--- src/hdl/serial_frame_receiver_macros.svh ---
// Assertion helpers shared by the receiver RTL
`ifndef SERIAL_FRAME_RECEIVER_MACROS_SVH
`define SERIAL_FRAME_RECEIVER_MACROS_SVH

// Property checked on every clock, held off during reset
`define SFR_ASSERT(lbl, prop, msg) \
	lbl: assert property (@(posedge clk) disable iff (!arst_n) (prop)) else $error(msg);

// Condition that must never be seen on a clock edge
`define SFR_NEVER(lbl, cond, msg) \
	lbl: assert property (@(posedge clk) disable iff (!arst_n) !(cond)) else $error(msg);

`endif

--- src/hdl/sfr_pkg.sv ---
`timescale 1ns / 1ps
`default_nettype none
package sfr_pkg;

	typedef enum logic [1:0] {
		OP_BYTE    = 2'd0,
		OP_TICK    = 2'd1,
		OP_RELEASE = 2'd2,
		OP_READ    = 2'd3
	} op_t;

	typedef enum logic [2:0] {
		ST_IDLE  = 3'b001,
		ST_RECV  = 3'b010,
		ST_READY = 3'b100
	} rx_fsm_t;

	localparam logic [1:0] RXS_IDLE  = 2'd0;
	localparam logic [1:0] RXS_RECV  = 2'd1;
	localparam logic [1:0] RXS_READY = 2'd2;

	localparam logic [2:0] REG_SOF_CHAR    = 3'd0;
	localparam logic [2:0] REG_EOF_LENGTH  = 3'd1;
	localparam logic [2:0] REG_EOF_STRING  = 3'd2;
	localparam logic [2:0] REG_BUFFER_SIZE = 3'd3;
	localparam logic [2:0] REG_TIMEOUT     = 3'd4;

	typedef struct packed {
		logic       we;
		logic [7:0] waddr;
		logic [7:0] wdata;
		logic       re;
		logic [7:0] raddr;
	} buf_req_t;

	typedef struct packed {
		logic [1:0] rx_state;
		logic [7:0] frame_length;
		logic       frame_done;
		logic       frame_dropped;
		logic       byte_ignored;
		logic       rd_ok;
	} res_t;

	typedef struct packed {
		logic [1:0] rx_state;
		logic [7:0] frame_length;
		logic       frame_done;
		logic       frame_dropped;
		logic       byte_ignored;
		logic [7:0] read_data;
	} out_t;

	function automatic logic [1:0] state_code(rx_fsm_t st);
		logic [1:0] c;
		unique case (st)
			ST_RECV:  c = RXS_RECV;
			ST_READY: c = RXS_READY;
			default:  c = RXS_IDLE;
		endcase
		return c;
	endfunction

	// Newest byte sits in recent[7:0]; string byte 0 is the oldest of the window
	function automatic logic eof_match(logic [31:0] recent, logic [31:0] str, logic [2:0] len);
		logic ok;
		int   k;
		ok = 1'b1;
		for (int i = 0; i < 4; i++) begin
			k = int'(len) - 1 - i;
			if (i < int'(len)) begin
				if (recent[8*k +: 8] != str[8*i +: 8]) ok = 1'b0;
			end
		end
		return ok;
	endfunction

endpackage
`default_nettype wire

--- src/hdl/serial_frame_receiver.sv ---
// Serial frame receiver: collects received bytes into frames in an on-chip buffer, opening on
// the start byte (any byte when it is 0), closing on an end string match or (end matching off)
// an idle timeout, dropping frames that time out with end matching on or reach the usable size
// less one. Each input item carries an opcode in tuser (byte, tick, release, read) and yields
// exactly one result item. One item is accepted per clock unless the output stalls; a result is
// registered with the buffer read port, then in the output register. Configuration is written
// through cfg_we, cfg_addr and cfg_wdata while no item is in flight; indexes 5 to 7 are ignored.
`timescale 1ns / 1ps
`default_nettype none
`include "serial_frame_receiver_macros.svh"
module serial_frame_receiver
	import sfr_pkg::*;
#(
	parameter int BUF_DEPTH = 256,
	parameter int EOF_MAX   = 4
) (
	input  wire logic        clk,
	input  wire logic        arst_n,
	input  wire logic        cfg_we,
	input  wire logic [2:0]  cfg_addr,
	input  wire logic [31:0] cfg_wdata,
	input  wire logic        s_axis_tvalid,
	output logic             s_axis_tready,
	input  wire logic [15:0] s_axis_tdata,  // rx_byte, read_index
	input  wire logic [1:0]  s_axis_tuser,  // opcode
	output logic             m_axis_tvalid,
	input  wire logic        m_axis_tready,
	output logic [23:0]      m_axis_tdata,  // rx_state, frame_length, read_data, zero pad
	output logic             m_axis_tlast,  // frame_done
	output logic [1:0]       m_axis_tuser   // frame_dropped, byte_ignored
);
	logic     acc;
	buf_req_t req;
	res_t     res;
	logic [7:0] rdata;
	out_t     out;

	assign acc = s_axis_tvalid && s_axis_tready;

	sfr_ctrl #(
		.BUF_DEPTH(BUF_DEPTH),
		.EOF_MAX  (EOF_MAX)
	) u_ctrl (
		.clk       (clk),
		.arst_n    (arst_n),
		.cfg_we    (cfg_we),
		.cfg_addr  (cfg_addr),
		.cfg_wdata (cfg_wdata),
		.acc       (acc),
		.opcode    (s_axis_tuser),
		.rx_byte   (s_axis_tdata[7:0]),
		.read_index(s_axis_tdata[15:8]),
		.req       (req),
		.res       (res)
	);

	sfr_buf #(
		.DEPTH(BUF_DEPTH)
	) u_buf (
		.clk  (clk),
		.req  (req),
		.rdata(rdata)
	);

	sfr_ostage u_ostage (
		.clk      (clk),
		.arst_n   (arst_n),
		.acc      (acc),
		.res_in   (res),
		.rdata    (rdata),
		.ready    (s_axis_tready),
		.out_valid(m_axis_tvalid),
		.out_ready(m_axis_tready),
		.out      (out)
	);

	assign m_axis_tdata = {6'd0, out.read_data, out.frame_length, out.rx_state};
	assign m_axis_tlast = out.frame_done;
	assign m_axis_tuser = {out.byte_ignored, out.frame_dropped};

	`SFR_NEVER(a_done_and_drop, m_axis_tvalid && m_axis_tlast && m_axis_tuser[0], "frame both completed and dropped")
	`SFR_ASSERT(a_done_ready, m_axis_tvalid && m_axis_tlast |-> m_axis_tdata[1:0] == RXS_READY, "completed frame not held ready")
	`SFR_ASSERT(a_drop_rearm, m_axis_tvalid && m_axis_tuser[0] |-> m_axis_tdata[1:0] == RXS_IDLE && m_axis_tdata[9:2] == 8'd0, "dropped frame did not rearm")
	`SFR_ASSERT(a_rd_zero, m_axis_tvalid && m_axis_tdata[17:10] != 8'd0 |-> !m_axis_tlast && m_axis_tuser == 2'd0, "read data on a non-read result")
endmodule
`default_nettype wire

--- src/hdl/sfr_buf.sv ---
`timescale 1ns / 1ps
`default_nettype none
module sfr_buf
	import sfr_pkg::*;
#(
	parameter int DEPTH = 256
) (
	input  wire logic     clk,
	input  wire buf_req_t req,
	output logic [7:0]    rdata
);
	localparam int AW = $clog2(DEPTH);

	logic [7:0]    mem [DEPTH];
	logic [7:0]    rdata_q;
	logic [AW-1:0] wa;
	logic [AW-1:0] ra;

	assign wa = AW'(req.waddr);
	assign ra = AW'(req.raddr);

	always_ff @(posedge clk) begin
		if (req.we) mem[wa] <= req.wdata;
		if (req.re) rdata_q <= mem[ra];
	end

	assign rdata = rdata_q;
endmodule
`default_nettype wire

--- src/hdl/sfr_ctrl.sv ---
`timescale 1ns / 1ps
`default_nettype none
module sfr_ctrl
	import sfr_pkg::*;
#(
	parameter int BUF_DEPTH = 256,
	parameter int EOF_MAX   = 4
) (
	input  wire logic        clk,
	input  wire logic        arst_n,
	input  wire logic        cfg_we,
	input  wire logic [2:0]  cfg_addr,
	input  wire logic [31:0] cfg_wdata,
	input  wire logic        acc,
	input  wire logic [1:0]  opcode,
	input  wire logic [7:0]  rx_byte,
	input  wire logic [7:0]  read_index,
	output buf_req_t         req,
	output res_t             res
);
	localparam logic [8:0] SIZE_LIM = 9'((BUF_DEPTH < 256) ? BUF_DEPTH : 256);
	localparam logic [2:0] EOF_LIM  = 3'((EOF_MAX < 4) ? EOF_MAX : 4);

	logic [7:0]  sof_q;
	logic [2:0]  eof_len_q;
	logic [31:0] eof_str_q;
	logic [8:0]  buf_size_q;
	logic [15:0] timeout_q;

	rx_fsm_t     st_q, st_d;
	logic [7:0]  cnt_q, cnt_d;
	logic [15:0] tmr_q, tmr_d;
	logic [31:0] rec_q, rec_d;

	logic [8:0]  size_c;
	logic [8:0]  size_m1;
	logic [2:0]  elen;
	logic [7:0]  cnt_inc;
	logic [31:0] rec_sh;
	logic        done, dropped, ignored, rd_ok;
	op_t         op;

	assign op = op_t'(opcode);

	always_ff @(posedge clk or negedge arst_n) begin
		if (!arst_n) begin
			sof_q      <= '0;
			eof_len_q  <= '0;
			eof_str_q  <= '0;
			buf_size_q <= 9'd256;
			timeout_q  <= '0;
		end else if (cfg_we) begin
			unique case (cfg_addr)
				REG_SOF_CHAR:    sof_q      <= cfg_wdata[7:0];
				REG_EOF_LENGTH:  eof_len_q  <= cfg_wdata[2:0];
				REG_EOF_STRING:  eof_str_q  <= cfg_wdata;
				REG_BUFFER_SIZE: buf_size_q <= cfg_wdata[8:0];
				REG_TIMEOUT:     timeout_q  <= cfg_wdata[15:0];
				default: ;
			endcase
		end
	end

	always_comb begin
		size_c = (buf_size_q > SIZE_LIM) ? SIZE_LIM : buf_size_q;
		if (size_c < 9'd3) size_c = 9'd3;
		size_m1 = size_c - 9'd1;
		elen    = (eof_len_q > EOF_LIM) ? EOF_LIM : eof_len_q;
	end

	assign cnt_inc = cnt_q + 8'd1;
	assign rec_sh  = {rec_q[23:0], rx_byte};

	always_comb begin
		st_d      = st_q;
		cnt_d     = cnt_q;
		tmr_d     = tmr_q;
		rec_d     = rec_q;
		done      = 1'b0;
		dropped   = 1'b0;
		ignored   = 1'b0;
		rd_ok     = 1'b0;
		req.we    = 1'b0;
		req.waddr = cnt_q;
		req.wdata = rx_byte;
		req.re    = acc && (op == OP_READ);
		req.raddr = read_index;
		unique case (op)
			OP_BYTE: begin
				unique case (st_q)
					ST_IDLE: begin
						if (rx_byte == sof_q || sof_q == 8'd0) begin
							req.we    = acc;
							req.waddr = 8'd0;
							cnt_d     = 8'd1;
							rec_d     = {24'd0, rx_byte};
							tmr_d     = timeout_q;
							st_d      = ST_RECV;
						end else begin
							ignored = 1'b1;
						end
					end
					ST_RECV: begin
						req.we = acc;
						cnt_d  = cnt_inc;
						rec_d  = rec_sh;
						if ({1'b0, cnt_inc} >= size_m1) begin
							st_d    = ST_IDLE;
							cnt_d   = '0;
							tmr_d   = '0;
							dropped = 1'b1;
						end else if (elen != 3'd0 && cnt_inc >= 8'(elen)
							&& eof_match(rec_sh, eof_str_q, elen)) begin
							st_d = ST_READY;
							done = 1'b1;
						end else begin
							tmr_d = timeout_q;
						end
					end
					ST_READY: ignored = 1'b1;
					default: ;
				endcase
			end
			OP_TICK: begin
				if (st_q == ST_RECV && timeout_q != 16'd0 && tmr_q != 16'd0) begin
					tmr_d = tmr_q - 16'd1;
					if (tmr_q == 16'd1) begin
						if (elen == 3'd0) begin
							st_d = ST_READY;
							done = 1'b1;
						end else begin
							st_d    = ST_IDLE;
							cnt_d   = '0;
							dropped = 1'b1;
						end
					end
				end
			end
			OP_RELEASE: begin
				st_d  = ST_IDLE;
				cnt_d = '0;
				tmr_d = '0;
			end
			OP_READ: rd_ok = read_index < cnt_q;
			default: ;
		endcase
	end

	always_ff @(posedge clk or negedge arst_n) begin
		if (!arst_n) begin
			st_q  <= ST_IDLE;
			cnt_q <= '0;
			tmr_q <= '0;
			rec_q <= '0;
		end else if (acc) begin
			st_q  <= st_d;
			cnt_q <= cnt_d;
			tmr_q <= tmr_d;
			rec_q <= rec_d;
		end
	end

	assign res.rx_state      = state_code(st_d);
	assign res.frame_length  = cnt_d;
	assign res.frame_done    = done;
	assign res.frame_dropped = dropped;
	assign res.byte_ignored  = ignored;
	assign res.rd_ok         = rd_ok;
endmodule
`default_nettype wire

--- src/hdl/sfr_ostage.sv ---
`timescale 1ns / 1ps
`default_nettype none
module sfr_ostage
	import sfr_pkg::*;
(
	input  wire logic       clk,
	input  wire logic       arst_n,
	input  wire logic       acc,
	input  wire res_t       res_in,
	input  wire logic [7:0] rdata,
	output logic            ready,
	output logic            out_valid,
	input  wire logic       out_ready,
	output out_t            out
);
	logic s1_valid_q;
	res_t res_s1;
	logic out_valid_q;
	out_t out_q;
	logic s1_move;

	assign s1_move = !out_valid_q || out_ready;
	assign ready   = !s1_valid_q || s1_move;

	always_ff @(posedge clk or negedge arst_n) begin
		if (!arst_n) begin
			s1_valid_q  <= 1'b0;
			out_valid_q <= 1'b0;
		end else begin
			if (ready) s1_valid_q <= acc;
			if (s1_move) out_valid_q <= s1_valid_q;
		end
	end

	// Buffer read data lands in the cycle after the item is accepted; it holds while stage 1 stalls
	always_ff @(posedge clk) begin
		if (acc) res_s1 <= res_in;
		if (s1_move && s1_valid_q) begin
			out_q.rx_state      <= res_s1.rx_state;
			out_q.frame_length  <= res_s1.frame_length;
			out_q.frame_done    <= res_s1.frame_done;
			out_q.frame_dropped <= res_s1.frame_dropped;
			out_q.byte_ignored  <= res_s1.byte_ignored;
			out_q.read_data     <= res_s1.rd_ok ? rdata : 8'd0;
		end
	end

	assign out_valid = out_valid_q;
	assign out       = out_q;
endmodule
`default_nettype wire

--- config.mk ---
export PLATFORM = sky130hd
export DESIGN_NAME = serial_frame_receiver
export DESIGN_NICKNAME = d
export VERILOG_FILES = /design/src/hdl/sfr_pkg.sv /design/src/hdl/serial_frame_receiver.sv /design/src/hdl/sfr_buf.sv /design/src/hdl/sfr_ctrl.sv /design/src/hdl/sfr_ostage.sv
export VERILOG_INCLUDE_DIRS = /design/src /design/src/hdl
export SDC_FILE = /design/constraint.sdc
export NUM_CORES = 2
export LEC_CHECK = 0
export ABC_CLOCK_PERIOD_IN_PS = 6100
export BUFFER_PORTS_ARGS = -buffer_cell sky130_fd_sc_hd__buf_2
export CORE_ASPECT_RATIO = 0.8
export CORE_MARGIN = 4
export CORE_UTILIZATION = 56
export DETAILED_ROUTE_END_ITERATION = 8
export PLACE_DENSITY = 0.7
export SYNTH_ARGS = -nofsm -noshare
export SYNTH_HDL_FRONTEND = slang
export SYNTH_SLANG_ARGS = --single-unit
--- constraint.sdc ---
create_clock -name clk -period 6.1 [get_ports clk]
set_clock_uncertainty 0.2 [all_clocks]
set_input_delay 1.22 -clock clk [delete_from_list [all_inputs] [get_ports clk]]
set_output_delay 1.22 -clock clk [all_outputs]
set_load 0.03 [all_outputs]
# == Word-level counts from Yosys, hierarchy flattened ==
# Memory sizes are Yosys's and may differ from the RTL's. A register that Yosys moved wholly into a read port is not among the register bits.
# Cells that the tools add are included.
# word_totals
regBits,156
mem_bits_rw,2048
wordCells,155
mem_count,1
# classes
n_addsub,7
n_lt_le_gt_ge,10
n_eq_ne,23
shift,4
mux,59
reduce_logical,28
# mem_list
memory,depth,width,read_ports,rd_ports_with_merged_regs,wr,line,rtl
u_buf.mem,256,8,1,1,1,sfr_buf.sv:14,logic [7:0] mem [DEPTH];
# op_table
operator,count
32-bit by 32-bit variable part select with 8-bit output,3
16-bit two-way mux,4
8-bit two-way mux,6
16-bit one-hot mux with 3 select lines,1
24-bit one-hot mux with 2 select lines,1
9-bit two-way mux,4
8-bit != test,4
16-bit one-hot mux with 2 select lines,1
16-bit nonzero test,2
32-bit by 7-bit variable part select with 8-bit output,1
1-bit two-way mux,25
24-bit two-way mux,1
8-bit one-hot mux with 3 select lines,1
3-bit two-way mux,7
16-bit by 1-bit equality test with 1-bit output (second input constant),1
8-bit one-hot mux with 2 select lines,1
16-bit by 1-bit subtractor with 16-bit output (second input constant),1
3-bit by 2-bit equality test with 1-bit output (second input constant),4
2-bit AND reduction,5
4-bit by 3-bit subtractor with 5-bit output (second input constant),2
3-bit equality test (second input constant),3
8-bit by 9-bit greater-or-equal comparator with 1-bit output,1
9-bit > comparator (second input constant),1
9-bit by 2-bit less-than comparator with 1-bit output (second input constant),1
31 further kinds,50

# == Longest topological paths before layout ==
# logic_depth
word_depth,23
ltp_mapped,20
ltp_nobuf,17

# == By module ==
# A second synthesis with hierarchy kept.
# hier_totals
hier_cells,4672
area_unflattened_um2,88950.3
# by_module_without_submodules
mod,instances,cells_per_inst,area_each_um2,seq_area_each_um2
sfr_buf,1,3733,79636.4,61739.2
sfr_ctrl,1,880,8071.5,2980.4
sfr_ostage,1,51,1187.4,1101.1
serial_frame_receiver,1,8,55.1,0.0

# == Worst setup path after synthesis ==
# OpenSTA, ideal clock, no wires.
# synth_timing
path_kind,register to register
startpoint,reg u_ctrl.buf_size_q[4]
endpoint,reg u_ctrl.tmr_q[14]
setup_time_ns,0.079
arrival_ns,4.263
t_required_ns,5.821
path_slack_ns,1.558
stages_incl_launch_ff,20
period_less_slack_ns,4.542
path_cell_list,dfrtp_1 -> nor4_1 -> nand2_1 -> a2111oi_0 -> a21oi_1 -> ha_1 -> clkbuf_1 -> nor2b_1 -> a31oi_1 -> o21ai_0 -> ha_1 -> a21o_1 -> a221o_1 -> a31oi_1 -> o21a_1 -> clkbuf_1 -> nand2_1 -> clkbuf_1 -> o211ai_1 -> o2bb2ai_1
# synth_via
elab_chain_cells,9
elab_cells_between_ends,11
cone_classes,1 x add/sub; 3 x order compare; 1 x eq/ne; 5 x mux; 1 x reduce/logical
# synth_rtl
element,line,rtl
start: declaration,sfr_ctrl.sv:27,logic [8:0] buf_size_q;
start signal: assignment,sfr_ctrl.sv:57,REG_BUFFER_SIZE: buf_size_q <= cfg_wdata[8:0];
9-bit > comparator,sfr_ctrl.sv:65,size_c = (buf_size_q > SIZE_LIM) ? SIZE_LIM : buf_size_q;
9-bit two-way mux *,sfr_ctrl.sv:65,
9-bit by 2-bit less-than comparator with 1-bit output,sfr_ctrl.sv:66,if (size_c < 9'd3) size_c = 9'd3;
9-bit two-way mux *,sfr_ctrl.sv:66,
9-bit by 1-bit subtractor with 9-bit output *,sfr_ctrl.sv:67,size_m1 = size_c - 9'd1;
8-bit by 9-bit greater-or-equal comparator with 1-bit output *,sfr_ctrl.sv:107,"if ({1'b0, cnt_inc} >= size_m1) begin"
16-bit two-way mux,sfr_ctrl.sv:107,
16-bit one-hot mux with 2 select lines,sfr_ctrl.sv:90,unique case (st_q)
16-bit one-hot mux with 3 select lines,sfr_ctrl.sv:88,unique case (op)
end signal: assignment,sfr_ctrl.sv:158,tmr_q <= tmr_d;
end: declaration,sfr_ctrl.sv:32,"logic [15:0] tmr_q, tmr_d;"
# Mark *: on every way between the ends. The rest lies on a longest branch, timed or not.
# A chain may end at the register's enable or synchronous reset.

# == Final worst setup path ==
# layout_timing
startpoint,reg u_ctrl.buf_size_q[4]
endpoint,reg u_ctrl.tmr_q[1]
# Same word-level chain as after synthesis.

==> flow_summary.ini <==
[status]
outcome = complete, no violations

[synthesis]
async_flop_share = 0.0547
synth_top_family_by_area = multiplexers
synthAdderAreaFrac = 0.00440
synth_compound_area_frac = 0.0142
yosys_warnings = 0
synth_top_area_cell = edfxtp_1
synth_area_per_cell_sq_um = 21.3
ys_ff_latch = 2212
synthXorXnorAreaFrac = 0.00387
synth_mux_area_frac = 0.187
synth_area_sq_um = 88200
netlist_top_cells_area = edfxtp_1, mux4_2, dfrtp_1, nor2_1, mux2_2
seq_area_frac_synth = 0.746
synth-simple-area-share = 0.0311
ys_types = 69
synth_cells = 4136
synth_edf_count = 2091
yosysTopAreaCellShare = 0.712
synthFlopType = edfxtp_1

[timing]
timing.final.crit_share = 0.872
setup_viol = 0
maxSlewHeadroom = 0.0880
grt_setup_unrepaired = false
fmax_mhz = 188
fin_tns_setup_ns = 0
period_needed_ns = 5.32
max_slew.worst_pin.slew_ns = 1.36
hold_viol_final = 0
slew_violations = 0

[floorplanning]
ios = 87
num_rows = 129
die_w_um = 452
core-area_sq_um = 156000
die_h_um = 363
die-area_sq_um = 164000
initial_utilization = 0.567

[worst_setup_path]
cp-end-kind = flip-flop
start_kind = flip-flop
reg2reg_to = u_ctrl.tmr_q[1]
reg2reg_slack_ns = 0.78
path_class = flip-flop to flip-flop
r2r_start = u_ctrl.buf_size_q[4]
crit_end = u_ctrl.tmr_q[1]
crit_arrival_ns = 5.87
critPathLaunch = u_ctrl.buf_size_q[4]
reg2regPathDepth = 17
critPathMaxFanout = 16
crit_required_ns = 6.65

[placed_design]
hpwl_mm = 130
postPlaceCellArea_sq_um = 92000
gp_congestion = 0.869
io_buffers = 80

[clock_tree]
max-clock-path-buffers = 3
cts_setup_buffers = 0
root_buffer = clkbuf_16
cts_hold_buffers = 0
h-tree-depth = 4
clock-sinks = 2212
ctsResizeCount = 0
cts_tree = done
clkTransAtPathRegs_ns = 0.06
clkLatencyLatePin_ns = 0.82
numCtsBuffers = 198

[detailed_routing]
antenna_left = 0
first_pass_iters = 6
num_vias = 43500
drt_iter0_drc = 5797
drc = 0
vias_per_cell = 6.58
routedWlPerCell_um = 31.8
finalWirelength_mm = 210

[power]
power.density_nw_per_um2 = 323
p_leak_nw = 31.0
ir_worst_vdd_mv = 0.304

[global_route]
grt_max_degree = 175
grtUsageTotal = 0.259
antenna_found_initial = 10
grt_pass1_vias = 42500
grt_pass1_wl_mm = 307
grt-ovfl-total = 0

[layout]
drive_gt1_frac = 0.290
final_nets = 4436
design_area_sq_um = 98300
syn_to_final_growth_pct = 11.4

[min_path]
min_path_type = flip-flop to flip-flop

[job]
max_cap_viol_count = 0
[report_power, final]
group | switching (W) | internal, W | leakage [nW]
registers | 0.000261 | 0.0168 | 20.3
clock network | 0.00545 | 0.00673 | 3.08
logic | 0.00144 | 0.00103 | 7.62
[cells in the final DEF, fill, tap and decap left out, types with 15 or more instances in the layout]
cell type | netlist | routed
nand2b_1 | 16 | 16
a31oi_1 | 17 | 17
o21ai_0 | 36 | 36
clkinv_2 | 0 | 41
ha_1 | 31 | 31
mux2_2 | 64 | 64
buf_2 | 44 | 67
clkinv_1 | 1 | 38
nand2_1 | 143 | 143
o2bb2ai_1 | 15 | 15
edfxtp_1 | 2091 | 2091
clkbuf_16 | 0 | 204
xor2_1 | 19 | 19
dfrtp_1 | 119 | 119
nor4_1 | 17 | 17
a21oi_1 | 48 | 47
buf_12 | 0 | 32
xnor2_1 | 20 | 20
inv_1 | 27 | 27
clkbuf_1 | 140 | 42
nand3_1 | 42 | 42
buf_4 | 16 | 132
nor3_1 | 26 | 25
nor2_1 | 313 | 312
mux4_2 | 694 | 694
[metal layers]
| metal | wire (um) | GRT usage |
|---|---|---|
| met2 | 95300 | 0.374 |
| met3 | 23100 | 0.0650 |
| met4 | 4630 | 0.0623 |
| met5 | 36 | 0 |
| met1 | 87200 | 0.406 |
[worst max-delay path, cell delays in order, from the launching register on]
cell	delay (ns)
dfrtp_1	0.43
nor4_1	0.34
nand2_1	0.15
a2111oi_0	0.60
a21oi_1	0.14
ha_1	0.35
nor2b_1	0.19
a31oi_1	0.16
o21ai_0	0.17
ha_1	0.35
a21o_1	0.19
a221o_1	0.29
a31oi_1	0.30
o21a_1	0.39
nand2_1	0.10
buf_4	0.23
o21ai_4	0.44
mux2i_1	0.24
[layout make-up]
| class | instances | area (sq um) |
|---|---|---|
| fillers | 10400 | 57300 |
| clock buffers | 255 | 5370 |
| repair buffers | 243 | 2140 |
| well taps | 2096 | 2620 |
| inverters | 30 | 115 |
| multi-input cells | 1662 | 21300 |
| diodes | 4 | 10.0 |
| flip-flops and latches | 2212 | 65800 |
| clock inverters | 111 | 925 |
[metrics by stage]
step | total power [W] | setup WS [ns] | std cells | hold slack [ns] | utilization
after global placement | 0.0198 | 0.262 | 6243 | 0.207 | 0.591
after global routing | 0.0327 | 0.434 | 6610 | 0.231 | 0.632
after CTS | 0.0319 | 0.916 | 6609 | 0.219 | 0.631
after detailed placement | 0.0198 | 0.273 | 6243 | 0.205 | 0.591
final | 0.0317 | 0.784 | 6613 | 0.219 | 0.632
after floorplan | 0.0188 | 1.56 | 4141 | 0.200 | -
[flip-flops by register name, indices dropped and copies added (netlist names)]
register,flops
u_buf.mem,2048
u_ctrl.eof_len_q,3
u_ctrl.sof_q,8
u_ctrl.rec_q,24
u_ctrl.tmr_q,16
u_ctrl.buf_size_q,9
u_ctrl.eof_str_q,32
u_ostage.res_s1,14
u_ostage.s1_valid_q,1
u_buf.rdata,8
u_ctrl.st_q,3
u_ostage.out,21
u_ostage.out_valid,1
u_ctrl.timeout_q,16
u_ctrl.cnt_q,8
[cells in the mapped netlist, drive strengths merged (3+ instances only)]
| cell type | count |
|---|---|
| nand3 | 42 |
| mux2i | 14 |
| nand2b | 16 |
| xnor2 | 20 |
| nor2 | 313 |
| mux2 | 64 |
| o31ai | 3 |
| nand4 | 10 |
| a21o | 9 |
| nor2b | 9 |
| o21a | 5 |
| ha | 31 |
| o32ai | 5 |
| inv | 29 |
| and2 | 11 |
| o211ai | 14 |
| dfrtp | 119 |
| or2 | 7 |
| or3 | 6 |
| a21oi | 49 |
| o21ai | 37 |
| a31oi | 17 |
| xor2 | 19 |
| nand2 | 144 |
| mux4 | 694 |
| nor4 | 17 |
| a22oi | 7 |
| buf | 97 |
| clkbuf | 140 |
| nor3 | 27 |
| nor4b | 7 |
| a211oi | 4 |
| nor3b | 5 |
| nand3b | 5 |
| o22ai | 7 |
| edfxtp | 2091 |
| o2bb2ai | 15 |
[kinds of logic after synthesis]
group,count (synthesis)
flops,2212
mux,772
simple gates,624
buf+inv,267
compound gates,190
xor+xnor,39
fa+ha+maj,31
other cells,1
[how the worst min path moves through the flow]
stage / startpoint / to / slack [ns] / cells after the start
floorplan: u_ostage.res_s1[3] / u_ostage.out[10] / 0.20 / 0
global placement: u_ostage.res_s1[8] / u_ostage.out[15] / 0.21 / 0
detailed placement: u_ostage.res_s1[13] / u_ostage.out[20] / 0.20 / 0
CTS: u_ostage.res_s1[13] / u_ostage.out[20] / 0.22 / 0
global route: u_ostage.res_s1[9] / u_ostage.out[16] / 0.23 / 0
finish: u_ostage.res_s1[13] / u_ostage.out[20] / 0.22 / 0
Note: power is estimated with default switching activity, not from simulation.
